## src/rtl/core/r5sbd_pkg.sv

```systemverilog
// ---------------------------------------------------------------------------
// r5sbd_pkg
// Shared widths, reset values and result codes of the RAID-5 stripe block
// distributor.
// ---------------------------------------------------------------------------
package r5sbd_pkg;

   localparam int LBA_W          = 12;
   localparam int CSR_W          = 5;
   localparam int DISK_OUT_W     = 4;
   localparam int STRIPE_OUT_W   = 12;
   localparam int KIND_W         = 2;
   localparam int DISK_COUNT_RST = 4;
   localparam int CSR_MIN_DISKS  = 2;

   // Largest quotient of a sector address by the smallest legal map size
   // fits in this many bits, so the index reduction needs this many steps.
   localparam int IDX_RED_STEPS  = 8;

   typedef enum logic [KIND_W-1:0] {
      KIND_UPDATE = 2'd0,
      KIND_DATA   = 2'd1,
      KIND_PARITY = 2'd2
   } kind_type;

endpackage

```

## src/rtl/core/r5sbd_place.sv

```systemverilog
// ---------------------------------------------------------------------------
// r5sbd_place
// Rotating parity placement: disk count register, rotation state, the
// per-sector decision and the result register.
// ---------------------------------------------------------------------------
module r5sbd_place
   import r5sbd_pkg::*;
#(
   parameter int MAP_ENTRIES = 4096,
   parameter int MAX_DISKS   = 16
) (
   input  logic                           clock,
   input  logic                           reset,
   input  logic                           accept,
   input  logic                           csr_we,
   input  logic [CSR_W-1:0]               csr_wdata,
   input  logic                           hit_valid,
   input  logic [$clog2(MAX_DISKS)-1:0]   hit_disk,
   input  logic [$clog2(MAP_ENTRIES)-1:0] hit_stripe,
   output logic                           upd_en,
   output logic [$clog2(MAX_DISKS)-1:0]   upd_disk,
   output logic [$clog2(MAP_ENTRIES)-1:0] upd_stripe,
   output logic                           stall,
   output logic                           rsp_valid,
   output logic [DISK_OUT_W-1:0]          rsp_disk,
   output logic [STRIPE_OUT_W-1:0]        rsp_stripe,
   output logic [KIND_W-1:0]              rsp_kind,
   output logic                           rsp_last
);

   localparam int DW     = $clog2(MAX_DISKS);
   localparam int CW     = $clog2(MAX_DISKS + 1);
   localparam int AW     = $clog2(MAP_ENTRIES);
   localparam int NW     = DW + 2;
   localparam int DC_RST = (DISK_COUNT_RST > MAX_DISKS) ? MAX_DISKS : DISK_COUNT_RST;
   localparam int PAR_RST = DC_RST - 1;

   logic [CW-1:0]  dc_ff,     dc_in;
   logic [DW-1:0]  parity_ff, parity_in;
   logic [DW-1:0]  next_ff,   next_in;
   logic [AW-1:0]  stripe_ff, stripe_in;
   logic           s1_ff;
   logic           pend_ff,   pend_in;
   logic [DW-1:0]  pdisk_ff;
   logic [AW-1:0]  pstripe_ff;
   logic           rv_ff,     rv_in;
   logic [DW-1:0]  rdisk_ff,  rdisk_in;
   logic [AW-1:0]  rstripe_ff, rstripe_in;
   kind_type       rkind_ff,  rkind_in;
   logic           rlast_ff,  rlast_in;
   logic [NW-1:0]  nd;
   logic           full;
   logic [7:0]     csr_val;
   logic [DW-1:0]  new_parity;

   always_comb begin
      nd = NW'(next_ff) + NW'(1);
      if (nd == NW'(parity_ff)) begin
         nd = nd + NW'(1);
      end
      full = ~hit_valid & (nd >= NW'(dc_ff));
   end

   assign stall      = s1_ff & full;
   assign upd_en     = s1_ff & ~hit_valid;
   assign upd_disk   = next_ff;
   assign upd_stripe = stripe_ff;

   // A written disk count is clamped to the legal range.
   always_comb begin
      csr_val = 8'(csr_wdata);
      if (csr_val < 8'(CSR_MIN_DISKS)) begin
         csr_val = 8'(CSR_MIN_DISKS);
      end else if (csr_val > 8'(MAX_DISKS)) begin
         csr_val = 8'(MAX_DISKS);
      end
   end

   always_comb begin
      dc_in      = dc_ff;
      parity_in  = parity_ff;
      next_in    = next_ff;
      stripe_in  = stripe_ff;
      pend_in    = 1'b0;
      rv_in      = 1'b0;
      rdisk_in   = next_ff;
      rstripe_in = stripe_ff;
      rkind_in   = KIND_DATA;
      rlast_in   = 1'b1;
      new_parity = (parity_ff == '0) ? DW'(dc_ff - CW'(1)) : parity_ff - DW'(1);

      if (pend_ff) begin
         rv_in      = 1'b1;
         rdisk_in   = pdisk_ff;
         rstripe_in = pstripe_ff;
         rkind_in   = KIND_PARITY;
      end else if (s1_ff) begin
         rv_in = 1'b1;
         if (hit_valid) begin
            rdisk_in   = hit_disk;
            rstripe_in = hit_stripe;
            rkind_in   = KIND_UPDATE;
         end else if (!full) begin
            next_in = DW'(nd);
         end else begin
            // The stripe is complete: the parity transfer follows next cycle.
            rlast_in  = 1'b0;
            pend_in   = 1'b1;
            parity_in = new_parity;
            next_in   = (new_parity == '0) ? DW'(1) : '0;
            if ((AW + 1)'(stripe_ff) + (AW + 1)'(1) == (AW + 1)'(MAP_ENTRIES)) begin
               stripe_in = '0;
            end else begin
               stripe_in = stripe_ff + AW'(1);
            end
         end
      end

      // A disk count write restarts the rotation; map and stripe are kept.
      if (csr_we) begin
         dc_in     = CW'(csr_val);
         parity_in = DW'(csr_val - 8'd1);
         next_in   = (DW'(csr_val - 8'd1) == '0) ? DW'(1) : '0;
      end
   end

   always_ff @(posedge clock) begin
      if (reset) begin
         dc_ff     <= CW'(DC_RST);
         parity_ff <= DW'(PAR_RST);
         next_ff   <= (PAR_RST == 0) ? DW'(1) : '0;
         stripe_ff <= '0;
         s1_ff     <= 1'b0;
         pend_ff   <= 1'b0;
         rv_ff     <= 1'b0;
      end else begin
         dc_ff     <= dc_in;
         parity_ff <= parity_in;
         next_ff   <= next_in;
         stripe_ff <= stripe_in;
         s1_ff     <= accept;
         pend_ff   <= pend_in;
         rv_ff     <= rv_in;
      end
   end

   always_ff @(posedge clock) begin
      if (pend_in) begin
         pdisk_ff   <= parity_ff;
         pstripe_ff <= stripe_ff;
      end
      rdisk_ff   <= rdisk_in;
      rstripe_ff <= rstripe_in;
      rkind_ff   <= rkind_in;
      rlast_ff   <= rlast_in;
   end

   assign rsp_valid  = rv_ff;
   assign rsp_disk   = DISK_OUT_W'(rdisk_ff);
   assign rsp_stripe = STRIPE_OUT_W'(rstripe_ff);
   assign rsp_kind   = rkind_ff;
   assign rsp_last   = rlast_ff;

   a_pend_excludes_item: assert property (@(posedge clock) disable iff (reset)
      pend_ff |-> !s1_ff)
      else $error("item decision collides with pending parity transfer");

   a_parity_follows_data: assert property (@(posedge clock) disable iff (reset)
      (rv_ff && rkind_ff == KIND_PARITY) |->
         $past(rv_ff && rkind_ff == KIND_DATA && !rlast_ff))
      else $error("parity transfer without preceding stripe-closing data transfer");

   a_rotation_in_range: assert property (@(posedge clock) disable iff (reset)
      (parity_ff < DW'(dc_ff - CW'(1)) || parity_ff == DW'(dc_ff - CW'(1)))
      && NW'(next_ff) < NW'(dc_ff) && next_ff != parity_ff)
      else $error("rotation state outside the disk count");

endmodule

```

## config.mk

```make
export PLATFORM = sky130hd
export DESIGN_NAME = r5sbd_place
export DESIGN_NICKNAME = d
export VERILOG_FILES = /design/src/rtl/core/r5sbd_pkg.sv /design/src/rtl/core/r5sbd_place.sv
export SDC_FILE = /design/constraint.sdc
export NUM_CORES = 1
export LEC_CHECK = 0
export ABC_AREA = 1
export ABC_CLOCK_PERIOD_IN_PS = 3700
export BUFFER_PORTS_ARGS = -buffer_cell sky130_fd_sc_hd__buf_2
export CAP_MARGIN = 25
export CORE_ASPECT_RATIO = 1.4
export CORE_MARGIN = 2
export CORE_UTILIZATION = 55
export DETAILED_ROUTE_END_ITERATION = 8
export PLACE_DENSITY = 0.86
export SLEW_MARGIN = 0
export SYNTH_ARGS = -nofsm -noshare
export SYNTH_HDL_FRONTEND = slang
export SYNTH_SLANG_ARGS = --single-unit
```

## constraint.sdc

```tcl
create_clock -name clock -period 3.7 [get_ports clock]
set_clock_uncertainty 0.1 [all_clocks]
set_input_delay 0.37 -clock clock [delete_from_list [all_inputs] [get_ports clock]]
set_output_delay 0.37 -clock clock [all_outputs]
set_load 0.02 [all_outputs]
```

==> summary.md <==
| Metric | Value |
|---|---|
| Total power per unit cell area | between 400 and 500 mW/mm2 |
| Longest Clk Path Bufs | 2 |
| RR Startpoint | upd_disk[0] |
| Min-delay worst type | primary input to flop |
| Actual slew at the worst max-slew pin | just over 0.8 ns |
| Cell area after synthesis | roughly 0.0031 mm2 |
| Main combinational cell family by area after synthesis | simple AND/OR/NAND/NOR gates |
| Final worst path period share | 93.1% |
| Sequential share of the synthesized area | between 40% and 50% |
| Gr usage total | roughly a quarter |
| DRT Pass-1 Iters | 5 |
| Yosys reg bits | 63 |
| DRT iter0 DRCs | approximately 290 |
| Crit-path max FO | 6 |
| Yosys cell types | 37 |
| Worst-path clk slew | around 0.070 ns |
| ANT cells | 0 |
| Dpl cells | around 520 |
| Peak VDD IR | between 0.2 and 0.3 mV |
| Final min period | 3.45 ns |
| Routability Congestion | ~0.95 |
| Antenna violations before repair | 0 |
| Util after Layout | 67.5% |
| Nets | 508 |
| Post-Synth Adder-Cell Area | 4.78% |
| Area of the core | approximately 0.0055 mm2 |
| Clock Sink Count | 63 |
| Min-Delay Path Depth | 3 |
| Worst hold start | accept |
| Max-Cap Viols | 0 |
| Worst reg2reg path depth | 18 |
| Worst Setup SP | upd_disk[0] |
| Die Wd | roughly 68 um |
| Via count | roughly 2,900 |
| Ranking of synthesized cells by area | dfxtp_1, edfxtp_1, nand2_1 |
| Final Instance Area | around 0.0037 mm2 |
| Relative slew slack | a little under half |
| DRT Wirelength | 7.34 mm |
| Synth top cells by count | nand2_1, dfxtp_1, inv_1, o21ai_0, nor2_1 |
| Worst skew pair latency | 0.34 ns |
| Hold Worst Slack | between 0.1 and 0.15 ns |
| Worst Path Required | about 3.2 ns |
| Synth warn | 0 |
| Post-synthesis mux area share | 0% |
| Remaining Overflow, GRT | 0 |
| Row count | 32 |
| Worst Setup Path Type | flop to primary output |
| Critical path data arrival time | ~3 ns |
| RSZ-0062 raised after global routing | no |
| Share of the synthesized area in the top cell type | 30.0% |
| Placed cell areas | 0.00349 mm2 |
| Syn Inst Count | 403 |
| Leak | roughly 1.8 nW |
| DR WL/cell | around 14 um |
| Synth Area in Compound Gates | approximately an eighth |
| Residual DRC count | 0 |
| Initial core utilization | between 50% and 60% |
| HPWL Detailed | between 5 and 6 mm |
| Dominant synthesized flop cell | dfxtp_1 |
| # setup viols final | 0 |
| Worst Setup End Kind | primary output |
| Layout cell share with drive strength beyond 1 | 23.8% |
| CTS Buf Count | 9 |
| Root Driver | clkbuf_8 |
| Vias per cell | 5.33 |
| Post-synth ARST share | 0% |
| Routed Antenna Nets | 0 |
| # IOs | 64 |
| CTS H-tree depth | 3 |
| First-pass GRT wire length | around 12 mm |
| CTS Hold Bufs | 0 |
| EDFF count, synth | 16 |
| Setup TNS | 0 ns |
| Fillers | 462 |
| CP startpoint kind | flop |
| Simple-gate share of the synthesized area | about 28% |
| Mean Syn Cell Area | a little under 8 um2 |
| Max-slew violation count | 0 |
| Outcome | completed |
| Vias in the first global route | about 2,700 |
| DIE HEIGHT | slightly above 90 um |
| Largest net degree at the start of global routing | 29 |
| DIE AREA | around 0.0063 mm2 |
| Largest area contributor in the netlist | dfxtp_1 |
| Final hold violations | 0 |
| Max frequency | about 290 MHz |
| TritonCTS clock tree | built |
| Layout area overhead | 18.8% |
| Post-Synth XOR/XNOR Area | 2.23% |
| Port bufs | 63 |
| Final cell count without fillers | ~540 |
| Top-count cell post-synth | nand2_1 |
| Syn nets | roughly 440 |
final timing paths:
| path | endpoint | slack [ns] |
|---|---|---|
| max | stall | 0.25 |
| min | s1_ff | 0.13 |
| max reg2reg | pdisk_ff[0] | 0.42 |
| min reg2reg | rsp_stripe[7] | 0.35 |
critical path: stages, from the launching register on:
cell      delay, ns
dfxtp_4        0.39
inv_4          0.05
ha_1           0.32
inv_1          0.09
nand2_1        0.11
nand4_4        0.09
nor2_4         0.15
nand3_2        0.13
nor2_4         0.12
nand2_1        0.09
nand2_1        0.08
inv_1          0.04
ha_1           0.30
inv_1          0.04
o21bai_1       0.14
nand3_1        0.11
nand3_2        0.11
nand2_1        0.06
inv_1          0.05
buf_2          0.15
kinds of logic (layout without fill, tap and decap cells):
| group | count (synthesis) | in the layout |
|---|---|---|
| AO/OA/AOI/OAI | 69 | 69 |
| XOR/XNOR | 8 | 8 |
| flip-flops | 63 | 63 |
| AND/OR/NAND/NOR | 189 | 189 |
| buffers and inverters | 62 | 134 |
| adder cells (fa/ha/maj) | 12 | 12 |
flip-flops by register name (all words and copies together) (netlist names):
name and cells:
parity_ff 4, rsp_kind 2, rsp_valid 1, upd_stripe 12
upd_disk 4, pdisk_ff 4, s1_ff 1, pend_ff 1
rsp_last 1, rsp_stripe 12, dc_ff 5, pstripe_ff 12
rsp_disk 4
layer usage:
layer | part of all wire [%] | vias up | routed length (um) | GRT usage (%)
met5 | 0 | - | 0 | 0
met1 | 37 | 1328 | 2750 | 26.1
met3 | 5.1 | 22 | 374 | 5.66
met2 | 54 | 91 | 3960 | 46.2
met4 | 3.5 | 0 | 256 | 12.5
li1 | - | 1455 | - | -
final cells by class:
class / instances / area [um2] / area share, %
inverters: 51 / 194 / 5.20
flip-flops and latches: 63 / 1430 / 38.2
clock buffers: 11 / 151 / 4.06
repair buffers: 67 / 345 / 9.26
multi-input cells: 278 / 1470 / 39.4
clock inverters: 5 / 56.3 / 1.51
well taps: 68 / 85.1 / 2.28
timing repair:
action,in CTS,in global routing
setup endpoints to repair,1,19
pin swaps,0,1
gates cloned,0,0
setup buffers,0,3
gates resized for setup,1,3
metrics by stage:
step	power (mW)	setup slack (ns)
2_1_floorplan	1.02	0.500
3_3_place_gp	1.09	0.392
3_5_place_dp	1.10	0.149
4_1_cts	1.72	0.103
5_1_grt	1.81	0.0195
6_report	1.72	0.254
placed cells by master, fill, tap and decap left out, types with 2 or more instances in the layout:
master and n:
a21oi_1 22, a31oi_1 5, buf_2 63, buf_4 4
clkbuf_8 11, clkinv_1 2, clkinv_2 2, dfxtp_1 45
edfxtp_1 16, ha_1 12, inv_1 43, inv_2 5
nand2_1 97, nand2_2 9, nand3_1 25, nand3_2 3
nand3b_1 2, nand4_1 7, nor2_1 33, nor2_4 3
nor3_1 3, o21ai_0 36, or2_2 2, xor2_1 7
power by group:
| part | internal, mW | switching, mW | total [mW] |
|---|---|---|---|
| Combinational | 0.121 | 0.217 | 0.337 |
| Sequential | 0.745 | 0.0260 | 0.771 |
| Clock | 0.346 | 0.269 | 0.615 |
| Total | 1.21 | 0.512 | 1.72 |
Note: power is estimated with default switching activity, not from simulation.
